**src/qph_pkg.sv**
```systemverilog
// Shared widths, command codes and the memory request type of the
// quadratic probe hash insert unit. No dependencies.
package qph_pkg;

	localparam int KEY_W     = 31;
	localparam int SIZE_W    = 17;
	localparam int POS_W     = 16;
	localparam int POS_LIMIT = 65536;

	localparam logic CMD_INSERT = 1'b0;
	localparam logic CMD_CLEAR  = 1'b1;

	// One access to the occupancy memory per cycle; addr is cut down to the
	// memory's own address width inside the memory.
	typedef struct packed {
		logic             rd_en;
		logic             wr_en;
		logic [POS_W-1:0] addr;
		logic             wdata;
	} mem_req_t;

endpackage

```
**src/qph_mod_unit.sv**
```systemverilog
// Iterative remainder unit: key mod table size, two restoring steps a cycle.
// Depends on qph_pkg.
module qph_mod_unit (
	input  logic                      clk,
	input  logic                      arst_n,
	input  logic                      start,
	input  logic [qph_pkg::KEY_W-1:0]  dividend,
	input  logic [qph_pkg::SIZE_W-1:0] divisor,
	output logic                      done,
	output logic [qph_pkg::SIZE_W-1:0] remainder
);
	import qph_pkg::*;

	localparam int DVD_W   = KEY_W + 1;
	localparam int STEPS   = DVD_W / 2;
	localparam int CNT_W   = $clog2(STEPS);

	logic              busy_q;
	logic              done_q;
	logic [CNT_W-1:0]  cnt_q;
	logic [DVD_W-1:0]  dvd_q;
	logic [SIZE_W-1:0] rem_q;
	logic [SIZE_W-1:0] div_q;
	logic [SIZE_W:0]   trial;
	logic [SIZE_W-1:0] rem_n;

	always_comb begin
		rem_n = rem_q;
		trial = '0;
		for (int i = 0; i < 2; i++) begin
			trial = {rem_n, dvd_q[DVD_W-1-i]};
			if (trial >= {1'b0, div_q})
				rem_n = SIZE_W'(trial - {1'b0, div_q});
			else
				rem_n = trial[SIZE_W-1:0];
		end
	end

	always_ff @(posedge clk or negedge arst_n) begin
		if (!arst_n) begin
			busy_q <= 1'b0;
			done_q <= 1'b0;
			cnt_q  <= '0;
		end else begin
			done_q <= 1'b0;
			if (start) begin
				busy_q <= 1'b1;
				cnt_q  <= '0;
			end else if (busy_q) begin
				cnt_q <= cnt_q + 1'b1;
				if (cnt_q == CNT_W'(STEPS - 1)) begin
					busy_q <= 1'b0;
					done_q <= 1'b1;
				end
			end
		end
	end

	always_ff @(posedge clk) begin
		if (start) begin
			dvd_q <= {1'b0, dividend};
			div_q <= divisor;
			rem_q <= '0;
		end else if (busy_q) begin
			dvd_q <= {dvd_q[DVD_W-3:0], 2'b00};
			rem_q <= rem_n;
		end
	end

	assign done      = done_q;
	assign remainder = rem_q;

endmodule

```
**config.mk**
```make
export PLATFORM = sky130hd
export DESIGN_NAME = qph_mod_unit
export DESIGN_NICKNAME = d
export VERILOG_FILES = /design/src/qph_pkg.sv /design/src/qph_mod_unit.sv
export SDC_FILE = /design/constraint.sdc
export NUM_CORES = 1
export LEC_CHECK = 0
export ABC_AREA = 1
export ABC_CLOCK_PERIOD_IN_PS = 4030
export BUFFER_PORTS_ARGS = -buffer_cell sky130_fd_sc_hd__buf_2
export CAP_MARGIN = 20
export CORE_MARGIN = 2
export CORE_UTILIZATION = 39
export DETAILED_ROUTE_END_ITERATION = 8
export PLACE_DENSITY = 0.57
export SETUP_SLACK_MARGIN = 0.4
export SYNTH_ARGS = -nofsm -noshare
export SYNTH_HDL_FRONTEND = slang
export SYNTH_SLANG_ARGS = --single-unit
```
**constraint.sdc**
```tcl
create_clock -name clk -period 4.03 [get_ports clk]
set_input_delay 0.403 -clock clk [delete_from_list [all_inputs] [get_ports clk]]
set_output_delay 0.403 -clock clk [all_outputs]
set_load 0.005 [all_outputs]
```
# == After elaboration in Yosys (flattened, before gate mapping) ==
# Index checks and enable logic that the tools add are counted.
# word_totals
regBits,72
in_bits,51
out_inout_bits,18
wordCells,26
# classes
n_addsub,3
magnitude_cmp,2
n_eq_ne,1
n_mux,12
reduce_logical,1
# ops
cell,n
$mux W31,2
$ge A18 B17 Y1,2
$mux W17,2
$sub A17 B17 Y17,2
$mux W4,2
$mux W1,6
$add A4 B1 Y4 const B,1
$eq A4 B4 Y1 const B,1
$reduce_bool A2 Y1,1

# == Depth between registers and ports, before layout ==
# Gate-level depths: netlist of the first run.
# depth
depth_word,4
mapped_depth,30
mapped_depth_nobuf,29

# == Worst setup path after synthesis of the first run ==
# OpenSTA, ideal clock, no wires.
# synth_timing
kind,reg2reg
startpoint,register dvd_q[31]
endpoint,register rem_q[8] (netlist: remainder[8])
setup_ns,0.113
arrival_time_ns,3.418
slack_ns,0.499
path_stages_with_launch,28
n_path_buf,2
synth_period_minus_slack_ns,3.531
path_cell_list,dfxtp_1 -> inv_1 -> ha_1 -> inv_1 -> fa_1 -> nand2_1 -> nand3_2 -> nand2_1 -> nand2_2 -> nand2_2 -> nand2_4 -> buf_4 -> o21ai_0 -> inv_1 -> ha_1 -> a21oi_1 -> nand2_1 -> a21oi_1 -> nand2_1 -> nand2_1 -> nand2_1 -> nand2_2 -> nand2_8 -> nor2_8 -> buf_12 -> nand2_2 -> nand3_1 -> nand2_1
# synth_between
elab_chain_cells,4
elab_cells_between_ends,6
cone_classes,add/sub: 2; order compare: 2; mux: 2
# synth_lines
element,line_no,rtl
"start, declared",qph_mod_unit.sv:21,logic [DVD_W-1:0] dvd_q;
"start signal, assigned",qph_mod_unit.sv:61,"dvd_q <= {1'b0, dividend};"
"start signal, assigned",qph_mod_unit.sv:65,"dvd_q <= {dvd_q[DVD_W-3:0], 2'b00};"
$sub A17 B17 Y17 or $ge A18 B17 Y1 (tied branches),"qph_mod_unit.sv:33, qph_mod_unit.sv:32",
$mux W17 *,qph_mod_unit.sv:32,"if (trial >= {1'b0, div_q})"
$sub A17 B17 Y17 or $ge A18 B17 Y1 (tied branches),"qph_mod_unit.sv:33, qph_mod_unit.sv:32",
$mux W17 *,qph_mod_unit.sv:32,
"end signal, assigned",qph_mod_unit.sv:66,rem_q <= rem_n;
"end, declared",qph_mod_unit.sv:22,logic [SIZE_W-1:0] rem_q;
# Mark *: on every way between the ends. The rest lies on a longest branch, timed or not.
# A chain may end at the register's enable or synchronous reset.

# == Worst setup path after layout of the first run ==
# layout_timing
startpoint,register div_q[7]
endpoint,register rem_q[10] (netlist: remainder[10])
# layout_between
elab_chain_cells,4
elab_cells_between_ends,6
cone_classes,add/sub: 2; order compare: 2; mux: 2
# layout_lines
element,line_no,rtl
"start, declared",qph_mod_unit.sv:23,logic [SIZE_W-1:0] div_q;
"start signal, assigned",qph_mod_unit.sv:62,div_q <= divisor;
$sub A17 B17 Y17 or $ge A18 B17 Y1 (tied branches),"qph_mod_unit.sv:33, qph_mod_unit.sv:32",
$mux W17,qph_mod_unit.sv:32,
$sub A17 B17 Y17 or $ge A18 B17 Y1 (tied branches),"qph_mod_unit.sv:33, qph_mod_unit.sv:32",
$mux W17 *,qph_mod_unit.sv:32,
# Marks and branches as above.

==> impl_metrics.csv, run 1 <==
group,metric,value,unit
critical_path,r2r_end,"remainder[10]",
floorplan,dieArea,0.01414,mm²
clock_network,cts_tree,"built",
sta,tightest_slew,0.9471,ns
floorplan,initial_core_util,40.32,%
placement,place.gp.congestion,0.8778,
floorplan,core,0.01277,mm²
power_and_ir_drop,p_leak,3.529,nW
clock_network,cts-htree-levels,3,
final_layout,nets,919,
final_layout,final_util,55.99,%
sta,hold_viol_final,0,
min_path,worstHoldEndpoint,"div_q[2]",
critical_path,r2r_setup_slack,0.44,ns
placement,port_buffers,68,
synthesis,synth_largest_area_cell,"edfxtp_1",
sta,whs,0.2377,ns
sta,rsz0062_at_grt,"yes",
synthesis,synthArstFlopShare,8.333,%
placement,dp_hpwl,10260,µm
routing,first_pass_iters,5,
synthesis,ys_seq_area_share,37.90,%
grt,grt-ovfl-total,0,
synthesis,synth.distinct_cells,39,
final_layout,area.growth.synth_to_final,38.87,%
critical_path,reg2reg_from,"div_q[7]",
sta,finalCritPeriodShare,89.16,%
clock_network,cts_buffers,9,
floorplan,io_pins,69,
critical_path,cp-end-kind,"flip-flop",
routing,wire_per_inst,14.71,µm
grt,antenna_found_initial,0,
critical_path,cpMostUsedCell,"nand2_2",
critical_path,worstPathArrival,3.87,ns
routing,antenna_left,0,
sta,maxSlewHeadroom,36.79,%
grt,grt_max_degree,34,
critical_path,required,4.31,ns
critical_path,critical_path_class,"flip-flop to flip-flop",
synthesis,synth_cells,710,
min_path,hold_depth,1,
grt,grtUsageTotal,20.12,%
run_status,status,"completed",
grt,grt_pass1_wl,22860,µm
power_and_ir_drop,power_density,992.2,mW/mm²
critical_path,cpPeakStageDelay,0.37,ns
synthesis,syn_nets,798,
clock_network,path_clk_slew,0.06,ns
synthesis,yosysTopAreaCellShare,27.99,%
critical_path,r2r.worst_path.cells,27,
sta,setup_viol,0,
floorplan,die_x,118.9,µm
clock_network,clock-sinks,72,
power_and_ir_drop,power,7.096,mW
synthesis,ys.flop_type,"edfxtp_1",
synthesis,syn_avg_cell_area,7.253,µm²
min_path,hold_class,"input pin to flip-flop",
routing,drt_wl_total,14830,µm
synthesis,synth_edf_count,48,
routing,vias,4957,
sta,tns,0,ns
power_and_ir_drop,peakVddDrop,0.3994,mV
min_path,hold_start,"divisor[2]",
synthesis,synthTopCellsByArea,"edfxtp_1, nand2_1, ha_1",
routing,via_per_inst,4.918,
clock_network,cts_buffer_depth,2,
critical_path,crit_slowest_cell,"edfxtp_1",
floorplan,rows,41,
synthesis,synth_most_common_cell,"nand2_1",
clock_network,clk_latency,0.34,ns
synthesis,yosys_register_bits,72,
floorplan,die_h,118.9,µm
critical_path,crit_fanout,7,
final_layout,antenna_cells,0,
sta,drv_slew,0,
grt,grt_pass1_vias,4720,
clock_network,cts-root-buf,"clkbuf_16",
critical_path,crit_path_start_kind,"flip-flop",
sta,max_freq,278.3,MHz
synthesis,synth_area,0.005150,mm²
synthesis,yosysWarnings,0,
critical_path,crit_path_start,"div_q[7]",
synthesis,synth_top_cells_by_count,"nand2_1, inv_1, edfxtp_1",
run,max_cap_violations,0,
sta,period_needed,3.593,ns
routing,drc,0,
routing,first_iter_violations,405,
sta,fin_worst_skew,0.006525,ns
final_layout,drive_above_1_share,34.21,%
[kinds of logic (layout without fill, tap and decap cells)]
kind of cell | Yosys count | in the layout | synth area share [%]
flip-flops | 72 | 72 | 37.90
AO/OA/AOI/OAI | 76 | 76 | 7.702
XOR/XNOR | 21 | 21 | 3.571
buffers and inverters | 114 | 237 | 8.941
adder cells (fa/ha/maj) | 37 | 37 | 9.281
AND/OR/NAND/NOR | 390 | 393 | 32.60
[how the worst max path moves through the flow]
stage	end	slack, ns
after floorplan	remainder[8]	0.50
final	remainder[10]	0.44
after global placement	remainder[1]	0.03
after global routing	remainder[10]	0.21
after CTS	remainder[12]	0.41
after detailed placement	remainder[1]	-0.07
[layout make-up]
type / count / area [µm²]
Tap cell: 172 / 215.2
Clock inverter: 5 / 62.56
Inverter: 100 / 385.4
Sequential cell: 72 / 1953
Multi-Input combinational cell: 527 / 3483
Timing Repair Buffer: 121 / 798.3
Clock buffer: 11 / 254.0
Fill cell: 1160 / 5622
[through the flow]
| step | area, µm² | worst slack (ns) | std cells |
|---|---|---|---|
| floorplan | 5150 | 0.4990 | 710 |
| global placement | 5718 | 0.02888 | 949 |
| detailed placement | 5725 | -0.07381 | 950 |
| CTS | 6583 | 0.4090 | 985 |
| global route | 7152 | 0.2057 | 1008 |
| finish | 7152 | 0.4367 | 1008 |
[repair_timing]
item                                    4_1_cts  5_1_grt
hold buffers                                  1        0
endpoints found under the setup margin       17       17
pin swaps                                    10       43
buffers inserted                             15       21
endpoints found under the hold margin         6        0
resized for setup                            60      107
cloned                                        3        1
[registers in the layout (all words and copies together) (netlist names)]
| register | cells |
|---|---|
| busy_q | 1 |
| remainder | 17 |
| dvd_q | 32 |
| done | 1 |
| cnt_q | 4 |
| div_q | 17 |
[per-layer routing]
metal / vias to the layer above / wire, µm / GRT usage (%)
li1: 2499 / - / -
met4: 0 / 344 / 6.473
met1: 2291 / 6974 / 28.13
met2: 138 / 6852 / 31.79
met3: 29 / 655 / 3.209
met5: - / 0 / 0
[where the power goes]
| group | switching [mW] | leakage, nW | internal [mW] |
|---|---|---|---|
| logic | 2.91 | 2.65 | 2.30 |
| clock network | 0.316 | 0.147 | 0.520 |
| registers | 0.115 | 0.736 | 0.928 |
| total | 3.34 | 3.53 | 3.75 |
[cells in the final DEF, fill, tap and decap left out, types with 25 or more instances in the layout]
cell      instances
buf_4            46
ha_4             30
nand2_2          37
buf_2            68
inv_1            72
edfxtp_1         48
o21ai_0          26
nor2_1           30
nand2_1         250
nand3_1          25
[worst max-delay path: cells and delay by family (launching register included)]
kind                     cells  cell delay (ns)
AO/OA/AOI/OAI                3             0.66
flip-flops                   1             0.37
adder cells (fa/ha/maj)      2             0.51
buffers and inverters        4             0.42
AND/OR/NAND/NOR             18             1.58
No activity file was read; power rests on OpenSTA's default activity.
==> run 2: changes to the inputs <==
- PLACE_DENSITY: 0.57 -> 0.58
==> run 2 against run 1 <==
Combinational power rose by 4.8%. Sequential share of layout area fell by 0.58 points. Clock skew fell by 0.00066 ns. Flip-flop and latch count did not move. First-iteration DRC count fell by 17%. Critical endpoint is now remainder[1].
==> impl_metrics.csv, run 2 (same netlist as run 1, synthesis figures left out) <==
group,metric,value,unit
floorplan,initial_core_util,40.32,%
floorplan,die_h,118.9,µm
min_path,hold_class,"input pin to flip-flop",
placement,place_inst,949,
sta,tightest_slew,0.9440,ns
clock_network,cts_tree,"built",
routing,first_pass_iters,5,
critical_path,critical_path_class,"flip-flop to flip-flop",
placement,dpl_cell_area,0.005718,mm²
critical_path,crit_fanout,17,
run,max_cap_violations,0,
clock_network,path_clk_slew,0.06,ns
clock_network,cts-root-buf,"clkbuf_16",
final_layout,antenna_cells,0,
critical_path,reg2reg_from,"remainder[11]",
floorplan,die_x,118.9,µm
final_layout,layout_common_cells,"nand2_1, inv_1, buf_2",
placement,dp_hpwl,10240,µm
routing,dr_wl_met3,594,µm
clock_network,cts-htree-levels,3,
power_and_ir_drop,p_leak,3.590,nW
grt,grt_pass1_vias,4763,
final_layout,fin_area,0.007303,mm²
clock_network,clk_latency,0.34,ns
routing,drt_wl_total,15130,µm
min_path,hold_start,"divisor[8]",
routing,via_per_inst,4.903,
clock_network,cts_buffers,9,
critical_path,path_buf_inv,6,
run_status,status,"completed",
routing,drc,0,
critical_path,required,4.31,ns
clock_network,clock-sinks,72,
power_and_ir_drop,power_density,1011,mW/mm²
clock_network,cts_buffer_depth,2,
grt,antenna_found_initial,0,
sta,hold_viol_final,0,
sta,whs,0.2335,ns
placement,place.gp.congestion,0.8791,
routing,wl_met2,7164,µm
critical_path,crit_path_start_kind,"flip-flop",
routing,vias,4967,
sta,finalCritPeriodShare,88.76,%
routing,top_layer,"met4",
floorplan,rows,41,
sta,rsz0062_at_grt,"yes",
critical_path,crit_slowest_cell,"dfxtp_1",
placement,port_buffers,68,
sta,fin_worst_skew,0.005862,ns
grt,grtUsageTotal,20.11,%
final_layout,drive_above_1_share,36.74,%
sta,maxSlewHeadroom,37.00,%
power_and_ir_drop,power_frac_comb,74.1,%
power_and_ir_drop,p_sw,3.467,mW
grt,grt_max_degree,38,
final_layout,largest_reg_flops,32,
sta,max_freq,279.6,MHz
power_and_ir_drop,peakVddDrop,0.4615,mV
critical_path,cpPeakStageDelay,0.37,ns
final_layout,top_register,"dvd_q",
power_and_ir_drop,p_sw_share,46.98,%
final_layout,stdcell_count,1013,
critical_path,worstPathArrival,3.86,ns
routing,first_iter_violations,337,
critical_path,crit_family,"simple AND/OR/NAND/NOR gates",
routing,drt-met1-wl,7018,µm
sta,setup_viol,0,
final_layout,area.growth.synth_to_final,41.81,%
routing,antenna_left,0,
grt,grt-ovfl-total,0,
critical_path,crit_path_start,"remainder[11]",
critical_path,cpMostUsedCell,"nand2_2",
final_layout,layout_commonest_cell,"nand2_1",
power_and_ir_drop,intPower,3.913,mW
sta,period_needed,3.577,ns
routing,wire_per_inst,14.94,µm
power_and_ir_drop,p_seq_share,14.2,%
floorplan,core,0.01277,mm²
floorplan,dieArea,0.01414,mm²
grt,grt_pass1_wl,22910,µm
final_layout,nets,924,
sta,drv_slew,0,
power_and_ir_drop,clkPwrFrac,11.8,%
floorplan,io_pins,69,
critical_path,cp-end-kind,"flip-flop",
[run 2: cell types whose count changed in the layout (fill, tap and decap cells not counted), moves of 4 or more]
cell / before / now
nand3_1: 25 / 17
inv_2: 24 / 30
nand3_2: 11 / 17
nand2_1: 250 / 245
buf_12: 2 / 6
nand2_2: 37 / 41
o21ai_0: 26 / 22
[run 2: layer usage]
| metal | vias to the layer above | global-route usage [%] |
|---|---|---|
| met1 | 2301 | 28.03 |
| met3 | 28 | 2.874 |
| met2 | 132 | 31.82 |
| met4 | 0 | 7.143 |
| li1 | 2506 | - |
| met5 | - | 0 |
[run 2: area by class of cell]
| type | count | area, µm² |
|---|---|---|
| fill | 1156 | 5470 |
| multi-input combinational | 527 | 3561 |
| sequential | 72 | 1952 |
| timing repair buffer | 126 | 878.3 |
| inverter | 100 | 377.9 |
| clock buffer | 10 | 229.0 |
| tap | 172 | 215.2 |
| clock inverter | 6 | 90.09 |
[run 2: stage by stage]
| step | TNS, ns | util [%] | setup WS, ns | power [mW] |
|---|---|---|---|---|
| after floorplan | 0 | - | 0.4990 | 3.798 |
| final | 0 | 57.18 | 0.4531 | 7.381 |
| after CTS | 0 | 51.39 | 0.4033 | 6.272 |
| after global routing | 0 | 57.18 | 0.2721 | 7.916 |
| after global placement | 0 | 44.71 | 0.06433 | 4.538 |
| after detailed placement | -0.005917 | 44.76 | -0.005671 | 4.569 |
[run 2: final timing paths]
kind / cells past startpoint / to / slack (ns)
worst max register to register: 27 / remainder[1] / 0.45
max in group asynchronous: 2 / busy_q / 3.47
min in group asynchronous: 2 / cnt_q[3] / 0.42
worst min-delay path: 1 / div_q[8] / 0.23
worst max-delay path: 27 / remainder[1] / 0.45
worst min register to register: 1 / cnt_q[3] / 0.48
[run 2: what timing repair did]
action	in CTS	in global routing
pin swaps	10	53
endpoints found under the setup margin	17	17
buffers inserted	14	28
hold endpoints to repair	6	0
hold buffers	1	0
gates cloned	3	1
resized for setup	58	135
[run 2: power groups by stage]
stage	Combinational, mW	Clock [mW]	Sequential, mW
after global routing	5.95	0.909	1.06
after global placement	3.52	0	1.02
after CTS	4.36	0.880	1.03
after detailed placement	3.55	0	1.02
final	5.47	0.868	1.05
after floorplan	2.78	0	1.02
==> run 3: changes to the inputs <==
- CORE_UTILIZATION: 39 -> 59
- PLACE_DENSITY: 0.58 -> 0.81
==> run 3 against run 2 <==
Largest power group unchanged. Setup slack got worse by 0.19 ns. Global-route usage rose by 8.6 points. Largest cell class unchanged. Count of clock-buffer cells in the layout fell by 1. Sequential power barely moved. Highest routed layer unchanged. Clock power fell by 34%.
==> impl_metrics.csv, run 3 (same netlist as run 1, synthesis figures left out) <==
group,metric,value,unit
run_status,status,"completed",
min_path,hold_start,"divisor[2]",
final_layout,largest_reg_flops,32,
floorplan,initial_core_util,59.93,%
final_layout,area.growth.synth_to_final,30.73,%
routing,via_per_inst,5.585,
sta,whs,0.2124,ns
final_layout,final_util,78.35,%
grt,grt_max_degree,34,
critical_path,worstPathArrival,4.02,ns
floorplan,die_h,97.43,µm
final_layout,nets,903,
clock_network,cts-root-buf,"clkbuf_8",
run,max_cap_violations,0,
clock_network,cts_buffers,9,
clock_network,cts-htree-levels,3,
sta,max_freq,265.4,MHz
grt,grt_pass1_wl,22250,µm
clock_network,cts_tree,"built",
sta,hold_viol_final,0,
grt,grt_pass1_vias,4883,
critical_path,reg2reg_from,"div_q[5]",
critical_path,crit_slowest_cell,"edfxtp_1",
routing,antenna_left,0,
min_path,hold_class,"input pin to flip-flop",
power_and_ir_drop,power_density,990.5,mW/mm²
final_layout,antenna_cells,0,
routing,first_pass_iters,6,
routing,wire_per_inst,16.37,µm
floorplan,io_pins,69,
clock_network,clk_latency,0.36,ns
power_and_ir_drop,p_leak,3.354,nW
sta,maxSlewHeadroom,41.56,%
critical_path,critical_path_class,"flip-flop to flip-flop",
sta,tns,0,ns
clock_network,cts_buffer_depth,2,
grt,grt-ovfl-total,0,
critical_path,cpMostUsedCell,"nand2_1",
floorplan,rows,34,
clock_network,clock-sinks,72,
critical_path,crit_path_start_kind,"flip-flop",
final_layout,layout_commonest_cell,"nand2_1",
placement,dp_hpwl,9828,µm
routing,drt_wl_total,15190,µm
sta,rsz0062_at_grt,"yes",
sta,setup_viol,0,
grt,grtUsageTotal,28.73,%
sta,finalCritPeriodShare,93.49,%
routing,first_iter_violations,395,
floorplan,core,0.008593,mm²
critical_path,required,4.28,ns
final_layout,drive_above_1_share,32.07,%
placement,port_buffers,68,
routing,vias,5183,
critical_path,crit_path_start,"div_q[5]",
power_and_ir_drop,power,6.669,mW
floorplan,dieArea,0.009492,mm²
sta,period_needed,3.768,ns
sta,tightest_slew,0.8756,ns
grt,antenna_found_initial,0,
critical_path,cp-end-kind,"flip-flop",
final_layout,top_register,"dvd_q",
routing,drc,0,
placement,place.gp.congestion,0.9812,
sta,drv_slew,0,
final_layout,layout_common_cells,"nand2_1, inv_1, buf_2",
power_and_ir_drop,peakVddDrop,0.4365,mV
sta,fin_worst_skew,0.01744,ns
floorplan,die_x,97.43,µm
critical_path,cpPeakStageDelay,0.36,ns
clock_network,path_clk_slew,0.10,ns
critical_path,crit_fanout,7,
run 3: changes by cell type in the layout (fill, tap and decap cells not counted), sizes merged:
| cell | previous run | this run |
|---|---|---|
| inv | 102 | 105 |
| clkbuf | 11 | 10 |
| bufinv | 2 | 0 |
| buf | 124 | 103 |
run 3: final cells by class:
class                   instances  area (µm²)
flip-flops and latches         72        1956
inverters                     100       385.4
well taps                     108       135.1
multi-input cells             527        3393
clock buffers                   9       123.9
repair buffers                105       666.9
clock inverters                 7       72.57
fillers                       598        1861
run 3: where the power goes:
part | total [mW] | switching, mW | internal (mW)
sequential | 1.08 | 0.155 | 0.927
clock | 0.577 | 0.333 | 0.244
combinational | 5.01 | 2.88 | 2.13
run 3: what timing repair did:
action,4_1_cts,5_1_grt
setup buffers,12,17
hold buffers,1,0
pin swaps,8,24
setup endpoints to repair,17,17
gates cloned,4,0
endpoints found under the hold margin,6,0
resized for setup,63,84
run 3: metrics by stage:
| step | cells | area (µm²) | setup slack [ns] |
|---|---|---|---|
| 2_1_floorplan | 710 | 5150 | 0.4990 |
| 3_3_place_gp | 876 | 5570 | 0.1670 |
| 3_5_place_dp | 877 | 5578 | 0.01697 |
| 4_1_cts | 910 | 6240 | 0.3948 |
| 5_1_grt | 928 | 6733 | 0.1226 |
| 6_report | 928 | 6733 | 0.2622 |
run 3: worst paths after layout:
kind                                 to  slack (ns)  cells past startpoint
setup / recovery           remainder[6]        0.26                     30
hold / removal                 div_q[2]        0.21                      1
setup reg to reg           remainder[6]        0.26                     30
hold reg to reg                cnt_q[3]        0.48                      1
max in group asynchronous      cnt_q[2]        3.47                      2
min in group asynchronous        busy_q        0.41                      2
run 3: worst max-delay path: cells and delay by family (launching register included):
kind / cells / cell delay (ns)
simple gates: 22 / 2.10
compound gates: 2 / 0.20
flops: 1 / 0.36
fa+ha+maj: 2 / 0.55
buf+inv: 4 / 0.43
run 3: layer usage:
layer	GRT usage [%]	vias up	share of wire, %
met4	9.509	0	3.7
met2	50.24	275	50
met1	36.33	2376	39
met5	0	-	0
li1	-	2465	-
met3	4.532	67	7.8
